[src/sv/mrrb_pkg.sv]
// Shared types and codes for the multi-reader ring buffer.
// No dependencies; imported by mrrb_front, mrrb_back and multi_reader_ring_buffer.
package mrrb_pkg;

    localparam logic [2:0] OP_PUSH  = 3'd0;
    localparam logic [2:0] OP_PEEK  = 3'd1;
    localparam logic [2:0] OP_POP   = 3'd2;
    localparam logic [2:0] OP_OPEN  = 3'd3;
    localparam logic [2:0] OP_CLOSE = 3'd4;

    localparam logic [2:0] ST_OK       = 3'd0;
    localparam logic [2:0] ST_INVALID  = 3'd1;
    localparam logic [2:0] ST_OVERRUN  = 3'd2;
    localparam logic [2:0] ST_UNDERRUN = 3'd3;
    localparam logic [2:0] ST_NOFREE   = 3'd4;

    localparam int CFG_IDX_W  = 2;
    localparam int CFG_DATA_W = 4;

    localparam logic [CFG_IDX_W-1:0] CFG_CAPACITY = 2'd0;
    localparam logic [CFG_IDX_W-1:0] CFG_READERS  = 2'd1;

    localparam logic [3:0] CAPACITY_RESET = 4'd15;
    localparam logic [2:0] READERS_RESET  = 3'd4;

    typedef enum logic [2:0] {
        K_PUSH,
        K_PEEK,
        K_POP,
        K_OPEN,
        K_CLOSE,
        K_BAD
    } op_kind_t;

    typedef struct packed {
        op_kind_t   kind;
        logic [2:0] reader;
    } op_ctl_t;

    typedef struct packed {
        logic [3:0] capacity;
        logic [2:0] readers_in_use;
    } cfg_t;

endpackage

[src/sv/mrrb_ram.sv]
// Generic single-write, single-read RAM with registered read data.
// No dependencies.
module mrrb_ram #(
    parameter int WIDTH = 32,
    parameter int DEPTH = 16,
    localparam int ADDR_W = $clog2(DEPTH)
) (
    input  logic              clk,
    input  logic              wr_en,
    input  logic [ADDR_W-1:0] wr_addr,
    input  logic [WIDTH-1:0]  wr_data,
    input  logic              rd_en,
    input  logic [ADDR_W-1:0] rd_addr,
    output logic [WIDTH-1:0]  rd_data
);

    logic [WIDTH-1:0] mem [DEPTH];
    logic [WIDTH-1:0] rd_data_reg;

    always_ff @(posedge clk)
    begin
        if (wr_en)
        begin
            mem[wr_addr] <= wr_data;
        end
        if (rd_en)
        begin
            rd_data_reg <= mem[rd_addr];
        end
    end

    assign rd_data = rd_data_reg;

endmodule

[src/sv/mrrb_front.sv]
// Front end: accepts requests, decodes the opcode and queues them for the back end.
// Depends on mrrb_pkg.
module mrrb_front #(
    parameter int DATA_W = 32
) (
    input  logic                clk,
    input  logic                rst_n,
    input  logic                in_valid,
    output logic                in_ready,
    input  logic [2:0]          opcode,
    input  logic [2:0]          reader,
    input  logic [DATA_W-1:0]   data_in,
    output logic                q_valid,
    input  logic                q_pop,
    output mrrb_pkg::op_ctl_t   q_ctl,
    output logic [DATA_W-1:0]   q_data
);
    import mrrb_pkg::*;

    localparam int DEPTH = 2;
    localparam int PTR_W = $clog2(DEPTH);
    localparam int CNT_W = $clog2(DEPTH + 1);

    op_ctl_t           ctl_reg  [DEPTH];
    logic [DATA_W-1:0] data_reg [DEPTH];
    logic [PTR_W-1:0]  wr_ptr_reg, wr_ptr_next;
    logic [PTR_W-1:0]  rd_ptr_reg, rd_ptr_next;
    logic [CNT_W-1:0]  count_reg, count_next;
    logic              push;
    logic              pop;
    op_ctl_t           dec_ctl;

    always_comb
    begin
        dec_ctl.reader = reader;
        case (opcode)
            OP_PUSH:  dec_ctl.kind = K_PUSH;
            OP_PEEK:  dec_ctl.kind = K_PEEK;
            OP_POP:   dec_ctl.kind = K_POP;
            OP_OPEN:  dec_ctl.kind = K_OPEN;
            OP_CLOSE: dec_ctl.kind = K_CLOSE;
            default:  dec_ctl.kind = K_BAD;
        endcase
    end

    assign in_ready = (count_reg != CNT_W'(DEPTH));
    assign q_valid  = (count_reg != '0);
    assign push     = in_valid && in_ready;
    assign pop      = q_pop && q_valid;
    assign q_ctl    = ctl_reg[rd_ptr_reg];
    assign q_data   = data_reg[rd_ptr_reg];

    always_comb
    begin
        wr_ptr_next = wr_ptr_reg;
        rd_ptr_next = rd_ptr_reg;
        count_next  = count_reg;
        if (push)
        begin
            wr_ptr_next = (wr_ptr_reg == PTR_W'(DEPTH - 1)) ? '0 : wr_ptr_reg + 1'b1;
        end
        if (pop)
        begin
            rd_ptr_next = (rd_ptr_reg == PTR_W'(DEPTH - 1)) ? '0 : rd_ptr_reg + 1'b1;
        end
        if (push && !pop)
        begin
            count_next = count_reg + 1'b1;
        end
        else if (pop && !push)
        begin
            count_next = count_reg - 1'b1;
        end
    end

    always_ff @(posedge clk or negedge rst_n)
    begin
        if (!rst_n)
        begin
            wr_ptr_reg <= '0;
            rd_ptr_reg <= '0;
            count_reg  <= '0;
        end
        else
        begin
            wr_ptr_reg <= wr_ptr_next;
            rd_ptr_reg <= rd_ptr_next;
            count_reg  <= count_next;
        end
    end

    always_ff @(posedge clk)
    begin
        if (push)
        begin
            ctl_reg[wr_ptr_reg]  <= dec_ctl;
            data_reg[wr_ptr_reg] <= data_in;
        end
    end

`ifndef ASSERT_OFF
    a_count_bound: assert property (@(posedge clk) disable iff (!rst_n)
        count_reg <= CNT_W'(DEPTH))
        else $error("request queue count out of range");

    a_count_track: assert property (@(posedge clk) disable iff (!rst_n)
        push && !pop |=> count_reg == $past(count_reg) + 1'b1)
        else $error("request queue count did not follow a lone push");
`endif

endmodule

[src/sv/mrrb_back.sv]
// Back end: executes queued requests against reader state and the word RAM,
// and holds the result stage. Depends on mrrb_pkg and mrrb_ram.
module mrrb_back #(
    parameter int SLOTS   = 16,
    parameter int READERS = 4,
    parameter int DATA_W  = 32
) (
    input  logic                clk,
    input  logic                rst_n,
    input  mrrb_pkg::cfg_t      cfg,
    input  logic                q_valid,
    output logic                q_pop,
    input  mrrb_pkg::op_ctl_t   q_ctl,
    input  logic [DATA_W-1:0]   q_data,
    output logic                out_valid,
    input  logic                out_ready,
    output logic [2:0]          status,
    output logic [DATA_W-1:0]   data_out,
    output logic [1:0]          opened_reader,
    output logic                has_data
);
    import mrrb_pkg::*;

    localparam int PTR_W  = $clog2(SLOTS);
    localparam int RS_W   = (PTR_W + 1 > 5) ? PTR_W + 1 : 5;
    localparam int RIDX_W = (READERS > 1) ? $clog2(READERS) : 1;
    localparam int RW_W   = RIDX_W + 3;
    localparam int GW_W   = RIDX_W + 2;
    localparam int LIM_W  = 5;

    typedef enum logic [1:0] {
        MODE_CLOSED,
        MODE_OPEN,
        MODE_OVERRUN
    } mode_t;

    logic [PTR_W-1:0]  write_slot_reg, write_slot_next;
    logic [PTR_W-1:0]  slot_reg [READERS];
    logic [PTR_W-1:0]  slot_next [READERS];
    mode_t             mode_reg [READERS];
    mode_t             mode_next [READERS];
    logic              res_valid_reg, res_valid_next;
    logic [2:0]        status_reg;
    logic [1:0]        opened_reg;
    logic              has_data_reg;
    logic              use_ram_reg;

    logic              exec;
    logic [RS_W-1:0]   cap_plus;
    logic [RS_W-1:0]   ring_size;
    logic [LIM_W-1:0]  lim;
    logic              r_in;
    logic [RW_W-1:0]   r_wide;
    logic [RIDX_W-1:0] r_idx;
    logic [PTR_W-1:0]  ahead;

    logic [2:0]        st;
    logic              use_ram;
    logic [RIDX_W-1:0] granted;
    logic [GW_W-1:0]   g_wide;
    logic              found;
    logic              hd_ok;
    logic              hd_in;
    logic [RIDX_W-1:0] hd_idx;
    logic              hd;

    logic              ram_wr_en;
    logic              ram_rd_en;
    logic [PTR_W-1:0]  ram_rd_addr;
    logic [DATA_W-1:0] ram_rd_data;

    function automatic logic [PTR_W-1:0] next_slot(input logic [PTR_W-1:0] p,
                                                   input logic [RS_W-1:0]  rs);
        logic [RS_W-1:0] n;
        n = RS_W'(p) + RS_W'(1);
        return (n >= rs) ? '0 : n[PTR_W-1:0];
    endfunction

    assign cap_plus  = RS_W'(cfg.capacity) + RS_W'(1);
    assign ring_size = (cap_plus > RS_W'(SLOTS)) ? RS_W'(SLOTS) : cap_plus;
    assign lim       = (LIM_W'(cfg.readers_in_use) > LIM_W'(READERS)) ?
                       LIM_W'(READERS) : LIM_W'(cfg.readers_in_use);
    assign r_in      = LIM_W'(q_ctl.reader) < lim;
    assign r_wide    = RW_W'(q_ctl.reader);
    assign r_idx     = r_wide[RIDX_W-1:0];
    assign ahead     = next_slot(write_slot_reg, ring_size);

    // result stage must be free or draining before a request executes
    assign exec  = q_valid && (!res_valid_reg || out_ready);
    assign q_pop = exec;

    always_comb
    begin
        write_slot_next = write_slot_reg;
        slot_next       = slot_reg;
        mode_next       = mode_reg;
        st              = ST_OK;
        use_ram         = 1'b0;
        granted         = '0;
        found           = 1'b0;
        hd_ok           = 1'b1;
        hd_in           = r_in;
        hd_idx          = r_idx;
        ram_wr_en       = 1'b0;
        ram_rd_en       = 1'b0;
        ram_rd_addr     = slot_reg[r_idx];
        if (exec)
        begin
            case (q_ctl.kind)
                K_PUSH:
                begin
                    // readers sitting just ahead of the writer get pushed along
                    for (int i = 0; i < READERS; i++)
                    begin
                        if (LIM_W'(i) < lim && slot_reg[i] == ahead)
                        begin
                            if (mode_reg[i] != MODE_CLOSED)
                            begin
                                mode_next[i] = MODE_OVERRUN;
                            end
                            slot_next[i] = next_slot(slot_reg[i], ring_size);
                        end
                    end
                    ram_wr_en       = 1'b1;
                    write_slot_next = ahead;
                end
                K_PEEK, K_POP:
                begin
                    if (!r_in || mode_reg[r_idx] == MODE_CLOSED)
                    begin
                        st = ST_INVALID;
                    end
                    else if (mode_reg[r_idx] == MODE_OVERRUN)
                    begin
                        mode_next[r_idx] = MODE_OPEN;
                        slot_next[r_idx] = ahead;
                        st               = ST_OVERRUN;
                    end
                    else if (slot_reg[r_idx] == write_slot_reg)
                    begin
                        st = ST_UNDERRUN;
                    end
                    else
                    begin
                        ram_rd_en = 1'b1;
                        use_ram   = 1'b1;
                        if (q_ctl.kind == K_POP)
                        begin
                            slot_next[r_idx] = next_slot(slot_reg[r_idx], ring_size);
                        end
                    end
                end
                K_OPEN:
                begin
                    st    = ST_NOFREE;
                    hd_ok = 1'b0;
                    for (int i = 0; i < READERS; i++)
                    begin
                        if (!found && LIM_W'(i) < lim && mode_reg[i] == MODE_CLOSED)
                        begin
                            found        = 1'b1;
                            mode_next[i] = MODE_OPEN;
                            granted      = RIDX_W'(i);
                        end
                    end
                    if (found)
                    begin
                        st     = ST_OK;
                        hd_ok  = 1'b1;
                        hd_in  = 1'b1;
                        hd_idx = granted;
                    end
                end
                K_CLOSE:
                begin
                    if (r_in)
                    begin
                        mode_next[r_idx] = MODE_CLOSED;
                    end
                    else
                    begin
                        st = ST_INVALID;
                    end
                end
                default:
                begin
                    st    = ST_INVALID;
                    hd_ok = 1'b0;
                end
            endcase
        end
    end

    assign g_wide = GW_W'(granted);
    assign hd     = hd_ok && hd_in && mode_next[hd_idx] != MODE_CLOSED &&
                    slot_next[hd_idx] != write_slot_next;

    always_comb
    begin
        if (exec)
        begin
            res_valid_next = 1'b1;
        end
        else if (out_ready)
        begin
            res_valid_next = 1'b0;
        end
        else
        begin
            res_valid_next = res_valid_reg;
        end
    end

    always_ff @(posedge clk or negedge rst_n)
    begin
        if (!rst_n)
        begin
            write_slot_reg <= '0;
            slot_reg       <= '{default: '0};
            mode_reg       <= '{default: MODE_CLOSED};
            res_valid_reg  <= 1'b0;
        end
        else
        begin
            write_slot_reg <= write_slot_next;
            slot_reg       <= slot_next;
            mode_reg       <= mode_next;
            res_valid_reg  <= res_valid_next;
        end
    end

    always_ff @(posedge clk)
    begin
        if (exec)
        begin
            status_reg   <= st;
            opened_reg   <= g_wide[1:0];
            has_data_reg <= hd;
            use_ram_reg  <= use_ram;
        end
    end

    mrrb_ram #(
        .WIDTH (DATA_W),
        .DEPTH (SLOTS)
    ) u_word_ram (
        .clk     (clk),
        .wr_en   (ram_wr_en),
        .wr_addr (write_slot_reg),
        .wr_data (q_data),
        .rd_en   (ram_rd_en),
        .rd_addr (ram_rd_addr),
        .rd_data (ram_rd_data)
    );

    // RAM read data holds while the result waits: no read issues until it drains
    assign out_valid     = res_valid_reg;
    assign status        = status_reg;
    assign data_out      = use_ram_reg ? ram_rd_data : '0;
    assign opened_reader = opened_reg;
    assign has_data      = has_data_reg;

`ifndef ASSERT_OFF
    a_fail_clean: assert property (@(posedge clk) disable iff (!rst_n)
        res_valid_reg && status_reg != ST_OK |-> !use_ram_reg && opened_reg == 2'd0)
        else $error("failed request carries data or a granted slot");

    a_nofree_empty: assert property (@(posedge clk) disable iff (!rst_n)
        res_valid_reg && status_reg == ST_NOFREE |-> !has_data_reg)
        else $error("open with no free slot reports data");
`endif

endmodule

[src/sv/multi_reader_ring_buffer.sv]
// Multi-reader ring buffer: one writer and several readers over a word ring.
// Usage:
//   Requests enter on in_valid/in_ready with opcode, reader and data_in
//   (push, peek, pop, open reader, close reader). Each request gives exactly
//   one result on out_valid/out_ready: status, data_out, opened_reader and
//   has_data.
//   Configuration (capacity, readers_in_use) is written on cfg_valid/cfg_ready
//   with cfg_index and cfg_data; the user must write it only while no request
//   is in flight, which is unchecked by the block. cfg_ready is always high.
//   An accepted request is registered in the request queue, then executes
//   from it, and its result is registered in the result stage.
//   Throughput: one request per cycle while the receiver takes results, set by
//   the single execute stage that reads and updates all reader state and issues
//   at most one RAM access. A two-entry request queue separates the decode
//   front end from execution; when the receiver stalls, the result holds, the
//   queue fills and in_ready drops once the queue holds two requests.
//   Reset clears the write slot, all reader positions and modes (all closed)
//   and sets capacity 15 and readers_in_use 4. Word RAM contents are not
//   cleared; a word never written reads as anything.
// Depends on mrrb_pkg, mrrb_front, mrrb_back, mrrb_ram.
module multi_reader_ring_buffer #(
    parameter int SLOTS   = 16,
    parameter int READERS = 4,
    parameter int DATA_W  = 32
) (
    input  logic                            clk,
    input  logic                            rst_n,
    input  logic                            in_valid,
    output logic                            in_ready,
    input  logic [2:0]                      opcode,
    input  logic [2:0]                      reader,
    input  logic [DATA_W-1:0]               data_in,
    output logic                            out_valid,
    input  logic                            out_ready,
    output logic [2:0]                      status,
    output logic [DATA_W-1:0]               data_out,
    output logic [1:0]                      opened_reader,
    output logic                            has_data,
    input  logic                            cfg_valid,
    output logic                            cfg_ready,
    input  logic [mrrb_pkg::CFG_IDX_W-1:0]  cfg_index,
    input  logic [mrrb_pkg::CFG_DATA_W-1:0] cfg_data
);
    import mrrb_pkg::*;

    cfg_t              cfg_reg, cfg_next;
    logic              q_valid;
    logic              q_pop;
    op_ctl_t           q_ctl;
    logic [DATA_W-1:0] q_data;

    assign cfg_ready = 1'b1;

    always_comb
    begin
        cfg_next = cfg_reg;
        if (cfg_valid && cfg_ready)
        begin
            case (cfg_index)
                CFG_CAPACITY: cfg_next.capacity       = cfg_data[3:0];
                CFG_READERS:  cfg_next.readers_in_use = cfg_data[2:0];
                default:      ;
            endcase
        end
    end

    always_ff @(posedge clk or negedge rst_n)
    begin
        if (!rst_n)
        begin
            cfg_reg.capacity       <= CAPACITY_RESET;
            cfg_reg.readers_in_use <= READERS_RESET;
        end
        else
        begin
            cfg_reg <= cfg_next;
        end
    end

    mrrb_front #(
        .DATA_W (DATA_W)
    ) u_front (
        .clk      (clk),
        .rst_n    (rst_n),
        .in_valid (in_valid),
        .in_ready (in_ready),
        .opcode   (opcode),
        .reader   (reader),
        .data_in  (data_in),
        .q_valid  (q_valid),
        .q_pop    (q_pop),
        .q_ctl    (q_ctl),
        .q_data   (q_data)
    );

    mrrb_back #(
        .SLOTS   (SLOTS),
        .READERS (READERS),
        .DATA_W  (DATA_W)
    ) u_back (
        .clk           (clk),
        .rst_n         (rst_n),
        .cfg           (cfg_reg),
        .q_valid       (q_valid),
        .q_pop         (q_pop),
        .q_ctl         (q_ctl),
        .q_data        (q_data),
        .out_valid     (out_valid),
        .out_ready     (out_ready),
        .status        (status),
        .data_out      (data_out),
        .opened_reader (opened_reader),
        .has_data      (has_data)
    );

endmodule

[config.mk]
export PLATFORM = sky130hd
export DESIGN_NAME = multi_reader_ring_buffer
export DESIGN_NICKNAME = d
export VERILOG_FILES = /design/src/sv/mrrb_pkg.sv /design/src/sv/mrrb_ram.sv /design/src/sv/mrrb_front.sv /design/src/sv/mrrb_back.sv /design/src/sv/multi_reader_ring_buffer.sv
export SDC_FILE = /design/constraint.sdc
export NUM_CORES = 1
export LEC_CHECK = 0
export BUFFER_PORTS_ARGS = -buffer_cell sky130_fd_sc_hd__buf_2
export CORE_UTILIZATION = 40
export DETAILED_ROUTE_END_ITERATION = 12
export PLACE_DENSITY = 0.65
export REMOVE_ABC_BUFFERS = 1
export SETUP_SLACK_MARGIN = 0.1
export SYNTH_ARGS = -nofsm -noshare
export SYNTH_HDL_FRONTEND = slang
export SYNTH_SLANG_ARGS = --single-unit
[constraint.sdc]
create_clock -name clk -period 6.2 [get_ports clk]
set_input_delay 0.31 -clock clk [delete_from_list [all_inputs] [get_ports clk]]
set_output_delay 0.31 -clock clk [all_outputs]
set_load 0.01 [all_outputs]
**Yosys cells after proc, flatten, opt, wreduce, memory -nomap -nowiden**

Memories as Yosys holds them, arrays and structs flattened. A register that Yosys moved wholly into a read port is not among the register bits.
Cells that the tools add are included.

- Bits in writable memories: 588
- Bits in latches: 0
- Memories: 3
- Register bits: 47
- ROM bits: 0
- Logic and storage cells: 226
- Output and inout bits: 41
- Bits of input ports: 49

Memory list:

| memory | words | bits a word | read ports | clocked after Yosys merged registers in | write ports | line | text |
|---|---|---|---|---|---|---|---|
| u_back.u_word_ram.mem | 16 | 32 | 1 | 1 | 1 | mrrb_ram.sv:17 | `logic [WIDTH-1:0] mem [DEPTH];` |
| u_front.data_reg | 2 | 32 | 1 | 0 | 1 | mrrb_front.sv:25 | `logic [DATA_W-1:0] data_reg [DEPTH];` |
| u_front.ctl_reg | 2 | 6 | 1 | 0 | 1 | mrrb_front.sv:24 | `op_ctl_t ctl_reg [DEPTH];` |

- $add $sub $neg: 11
- $mul: 0
- Bitwise operators: 7
- Multiplexer cells: 104
- Reductions and logical operators: 49
- Div/mod/pow operators: 0
- Shift operators: 0
- Order comparisons: 16
- Eq/ne operators: 17

Operators by type and width:

| cell | count |
|---|---|
| 16-bit two-way mux | 5 |
| 4-bit two-way mux | 17 |
| 2-bit two-way mux | 25 |
| 4-bit by 1-bit adder with 5-bit output (second input constant) | 7 |
| 1-bit two-way mux | 34 |
| 16-bit bitwise mux | 2 |
| 32-bit two-way mux | 1 |
| 8-bit two-way mux | 4 |
| 16-bit case mux with 2 select lines | 1 |
| 8-bit case mux with 4 select lines | 1 |
| 5-bit greater-or-equal comparator | 6 |
| 4-bit equality test | 5 |
| 1-bit logical AND | 20 |
| 4-bit binary-select mux with 2-bit select | 2 |
| 2-bit nonzero test | 8 |
| 3-bit case mux with 5 select lines | 1 |
| 3-bit by 2-bit equality test with 1-bit output (second input constant) | 4 |
| 2-bit logical NOT | 6 |
| 3-bit two-way mux | 4 |
| 3-bit case mux with 4 select lines | 1 |
| 1-bit by 5-bit less-than comparator with 1-bit output (first input constant) | 2 |
| 2-bit by 5-bit less-than comparator with 1-bit output (first input constant) | 2 |
| 8-bit AND | 1 |
| 2-bit binary-select mux with 2-bit select | 2 |
| 29 further kinds | 43 |

**Logic depth before layout (Yosys ltp)**

- Depth after elaboration: 35
- Depth in mapped cells: 22

**Hierarchy**

From an unflattened synthesis, not the netlist that was laid out.

- Cells, all modules: 1632
- Area total of the unflattened synthesis: 28426.0 um^2

Modules (own cells, without submodules):

| module | area each (um^2) | sequential area each (um^2) | cells an instance | instances |
|---|---|---|---|---|
| mrrb_ram | 20155.6 | 16335.7 | 838 | 1 |
| mrrb_back | 4972.3 | 935.9 | 637 | 1 |
| mrrb_front | 3000.4 | 2382.3 | 139 | 1 |
| multi_reader_ring_buffer | 297.8 | 181.4 | 18 | 1 |

**Worst setup path after synthesis**

No wires, ideal clock.

- Kind: register -> register
- From: memory u_front.ctl_reg[1][0] in the netlist's numbering
- To: register u_back.has_data_reg, in the netlist u_back.has_data, data pin
- Arrival: 4.795 ns
- Setup slack: 1.128 ns
- Buffers on the path: 4
- Stages on the path, launching flop included: 23
- Required time: 5.923 ns
- Cells stage by stage: edfxtp_1 -> buf_4 -> nor2b_1 -> a31oi_1 -> nand4_2 -> inv_2 -> clkbuf_1 -> buf_1 -> clkbuf_1 -> ha_1 -> xnor2_1 -> ha_1 -> a21oi_1 -> o21ai_0 -> o21ai_0 -> a21oi_1 -> or3_1 -> a31oi_1 -> a221oi_1 -> o32a_1 -> and3_1 -> nor4_1 -> a41oi_2

- Cells in the longest elaborated chain, start to end: 20

Ends and longest elaborated chain:

| item | line | text |
|---|---|---|
| from (decl) | mrrb_front.sv:24 |  |
| memory 2 x 6 bit * | -- |  |
| 2-bit inverter with 3-bit output (not written as such) | -- |  |
| 4-bit binary-select mux with 2-bit select | mrrb_back.sv:139, mrrb_back.sv:149 |  |
| 4-bit two-way mux (not written as such) (2 in a row) | mrrb_back.sv:139, mrrb_back.sv:149 |  |
| 4-bit by 1-bit adder with 5-bit output | mrrb_back.sv:75 | `n = RS_W'(p) + RS_W'(1);` |
| 5-bit greater-or-equal comparator | mrrb_back.sv:76 | `return (n >= rs) ? '0 : n[PTR_W-1:0];` |
| 4-bit two-way mux | mrrb_back.sv:76 |  |
| 16-bit bitwise mux | mrrb_back.sv:149 | `slot_next[r_idx] = next_slot(slot_reg[r_idx], ring_size);` |
| (+3 left out) | -- |  |
| 16-bit two-way mux | mrrb_back.sv:129 | `if (!r_in \|\| mode_reg[r_idx] == MODE_CLOSED)` |
| 16-bit case mux with 2 select lines | mrrb_back.sv:109 | `case (q_ctl.kind)` |
| 16-bit two-way mux | mrrb_back.sv:107 | `if (exec)` |
| 4-bit binary-select mux with 2-bit select | mrrb_back.sv:196 | `slot_next[hd_idx] != write_slot_next;` |
| 4-bit two-way mux (not written as such) (2 in a row) | mrrb_back.sv:196 |  |
| 4-bit inequality test | mrrb_back.sv:196 |  |
| 1-bit logical AND * | mrrb_back.sv:195 | `assign hd = hd_ok && hd_in && mode_next[hd_idx] != MODE_CLOSED &&` |
| via u_back.hd | mrrb_back.sv:65 | `logic hd;` |
| to (signal assigned) | mrrb_back.sv:238 | `has_data_reg <= hd;` |
| to (decl) | mrrb_back.sv:45 | `logic has_data_reg;` |

Mark *: on every way through the listed nets, which the timed path passes. The rest lies on a longest branch. The select of a mux whose other input is x is not followed.
A chain may end at the register's enable or synchronous reset.

**Worst setup path after layout**

- From: register u_front.rd_ptr_reg
- To: register u_back.has_data_reg, in the netlist u_back.has_data, data pin

- Cells in the longest elaborated chain, start to end: 20

Ends and longest elaborated chain:

| item | line | text |
|---|---|---|
| from (decl) | mrrb_front.sv:27 | `logic [PTR_W-1:0] rd_ptr_reg, rd_ptr_next;` |
| from (signal assigned) | mrrb_front.sv:87 | `rd_ptr_reg <= rd_ptr_next;` |
| memory 2 x 6 bit * | -- |  |
| 2-bit inverter with 3-bit output (not written as such) | -- |  |
| 4-bit binary-select mux with 2-bit select | mrrb_back.sv:139, mrrb_back.sv:149 |  |
| 4-bit two-way mux (not written as such) (2 in a row) | mrrb_back.sv:139, mrrb_back.sv:149 |  |
| 4-bit by 1-bit adder with 5-bit output | mrrb_back.sv:75 |  |
| 5-bit greater-or-equal comparator | mrrb_back.sv:76 |  |
| 4-bit two-way mux | mrrb_back.sv:76 |  |
| 16-bit bitwise mux | mrrb_back.sv:149 |  |
| (+3 left out) | -- |  |
| 16-bit two-way mux | mrrb_back.sv:129 |  |
| 16-bit case mux with 2 select lines | mrrb_back.sv:109 |  |
| 16-bit two-way mux | mrrb_back.sv:107 |  |
| 4-bit binary-select mux with 2-bit select | mrrb_back.sv:196 |  |
| 4-bit two-way mux (not written as such) (2 in a row) | mrrb_back.sv:196 |  |
| 4-bit inequality test | mrrb_back.sv:196 |  |
| 1-bit logical AND * | mrrb_back.sv:195 |  |
| via u_back.hd | mrrb_back.sv:65 |  |

Marks and branches as above.

==> impl_metrics.toml <==
[clock_tree]
clock-root-buffer = "clkbuf_16"
cts_buffer_depth = 3
cts_sinks = 667
cts_buffers = 72
clock_latency_ns = 0.63
cts.clk_slew.worst_paths_ns = 0.05
cts_tree = "yes"
post_cts_resized = 0
cts_htree_levels = 3

[critical_path]
required_ns = 6.55
setup.worst_path.end_class = "register"
start_kind = "register"
crit_fanout = 32
worstReg2RegStart = "u_front.rd_ptr_reg$_DFFE_PN0P_"
crit_type = "reg -> reg"
startpoint = "u_front.rd_ptr_reg$_DFFE_PN0P_"
cp_data_arrival_time_ns = 5.69

[placed_design]
dp.cells = 3172
placed_area_mm2 = 0.03174
place_hpwl_um = 51780
globalplace.congestion = 0.9455
port_buffers = 88

[hold_path]
min_path_type = "in -> reg"
holdCritStartpoint = "in_valid"

[yosys]
netlist.area_leader.share_pct = 63.31
yosys-top-cells-area = "edfxtp_1, mux2i_1, nand2_1"
synth-edff-count = 627
syn_inst = 2173
ys.flop_type = "edfxtp_1"
synth_cell_types = 93
ys_seq_area_share_pct = 66.69
synthArstFlopShare_pct = 5.997
netlist_area_mm2 = 0.02974
synth-seq-cells = 667
ys_warn_count = 0
synth_common_cells = "edfxtp_1, nand2_1, mux2i_1, clkbuf_1, and3_1"
synth_most_common_cell = "edfxtp_1"
syn_area_per_cell_um2 = 13.69
synth_top_cell_by_area = "edfxtp_1"

[route]
wl_per_cell_um = 25.66
ant_nets = 0
drt-vias-per-instance = 5.875
firstDrtPassIters = 10
drc_errors = 8
drt_wl_total_um = 85900
num_vias = 19660
drt_iter0_markers = 2049

[sta]
slew_headroom_pct = 21.47
fmax_mhz = 187.2
finalHoldViolCount = 0
fin_skew_ns = 0.05553
tightest_slew_ns = 1.178
post-route-period-util_pct = 86.17
fin_crit_ns = 5.343
rsz0062_at_grt = "false"
finalSetupViolCount = 0
drv_slew = 0

[die]
die_y_um = 274.7
start_util_pct = 40.63
core_mm2 = 0.07321
die_w_um = 274.7
die-area_mm2 = 0.07545
rows = 99
num_io_pins = 90

[cells_and_area]
area_growth_pct = 15.80
nNetsFinal = 2418
diodes = 0
final_area_mm2 = 0.03444
layout-drive-gt1-share_pct = 15.45
fin_util_pct = 47.05
layout.cells.non_filler = 3347
fill_cells = 6326
largest_reg_flops = 512

[grt]
grt_overflow = 0
grt_first_pass_wirelength_um = 125400
antenna_found_initial = 0
grt_max_degree = 77
grt_use_total_pct = 22.63
grt_pass1_vias = 19220

[job]
max-cap-violations = 0

[outcome]
violations = "design-rule violations"
status = "finished, violations left"

[power]
p_leak_nw = 12.44
power.density_mw_per_mm2 = 522.3
vdd_ir_drop_max_mv = 0.3045
[routing by layer]
layer | global-route usage [%] | wire length, µm
met1 | 30.92 | 36680
met2 | 37.20 | 40960
met3 | 3.133 | 5563
met4 | 7.354 | 2697
met5 | 0 | 0
[per-stage QoR]
step	setup TNS, ns	setup slack (ns)	power [W]	hold slack (ns)
after global placement	0	0.9862	0.01374	0.4901
after detailed placement	0	0.9814	0.01385	0.4914
after CTS	0	0.9823	0.01800	0.05386
final	0	0.8572	0.01799	0.07781
after global routing	0	0.5006	0.01881	0.05523
after floorplan	-559.23	-8.214	0.01135	0.01441
[logic make-up (layout without fill, tap and decap cells)]
| logic type | after synthesis | after routing | synth area share [%] |
|---|---|---|---|
| multiplexers | 192 | 192 | 6.689 |
| adder cells (fa/ha/maj) | 42 | 42 | 1.733 |
| buffers and inverters | 153 | 368 | 2.095 |
| other | 1 | 1 | 0.01261 |
| AO/OA/AOI/OAI | 426 | 426 | 11.04 |
| XOR/XNOR | 32 | 32 | 0.9676 |
| flip-flops | 667 | 667 | 66.69 |
| AND/OR/NAND/NOR | 660 | 660 | 10.77 |
[final cells by class]
class | instances | area (µm²) | area share, %
multi-input combinational | 1353 | 9462 | 27.47
clock buffer | 99 | 1934 | 5.617
sequential | 667 | 19840 | 57.60
timing repair buffer | 209 | 1572 | 4.563
tap | 959 | 1200 | 3.484
inverter | 28 | 107.6 | 0.3124
clock inverter | 32 | 326.6 | 0.9482
[layout by cell type, fill, tap and decap left out, types with 9 or more instances in the layout]
cell type,netlist,layout
a211oi_1,9,9
a21o_1,13,13
a21oi_1,71,71
a221o_1,67,67
a311oi_1,70,70
a31oi_1,15,15
and2_1,38,38
and3_1,77,76
buf_12,0,9
buf_2,9,88
buf_4,4,68
clkbuf_1,88,25
clkbuf_16,0,73
clkinv_2,0,12
dfrtp_1,35,34
dlygate4sd3_1,0,44
edfxtp_1,627,627
ha_1,38,38
inv_1,24,24
mux2_2,45,45
mux2i_1,144,144
nand2_1,319,319
nand2b_1,17,17
nand3_1,17,17
nor2_1,71,54
nor2_4,0,16
nor3_1,24,20
o211ai_1,13,13
o21a_1,9,9
o21ai_0,51,51
o21bai_1,9,9
o31ai_1,11,11
or3_1,35,35
xnor2_1,21,21
xor2_1,10,10
[repair_timing]
action	in CTS	in global routing
endpoints found under the hold margin	117	0
setup buffers	0	0
hold buffers	44	0
[worst paths after layout]
kind | end | slack, ns | depth (start not counted)
max in group asynchronous | u_front.rd_ptr_reg$_DFFE_PN0P_ | 4.83 | 2
setup reg to reg | u_back.has_data$_DFFE_PP_ | 0.86 | 18
min in group asynchronous | u_back.mode_reg[7]$_DFF_PN0_ | 0.48 | 2
hold reg to reg | u_back.out_valid$_DFFE_PN0P_ | 0.52 | 2
hold / removal | u_front.wr_ptr_reg$_DFFE_PN0P_ | 0.08 | 3
setup / recovery | u_back.has_data$_DFFE_PP_ | 0.86 | 18
[where the power goes]
group / leakage, nW / switching [W] / total, W / internal, W
Combinational: 5.16 / 0.00509 / 0.00774 / 0.00264
Sequential: 6.18 / 0.000282 / 0.00613 / 0.00585
Clock: 1.10 / 0.00177 / 0.00412 / 0.00235
[critical path, stage by stage (launching register included)]
cell       delay [ns]
dfrtp_4          0.67
nand3b_1         0.30
and2_1           0.34
o2111ai_4        0.34
inv_2            0.15
ha_1             0.23
xnor2_1          0.25
ha_1             0.30
a21oi_1          0.14
o21ai_0          0.12
o21ai_0          0.22
and2_1           0.20
a41o_1           0.39
nand4_1          0.15
a311oi_1         0.36
a311oi_1         0.15
o32ai_1          0.47
xnor2_1          0.18
a41oi_2          0.11
(Power assumes the default switching activity.)
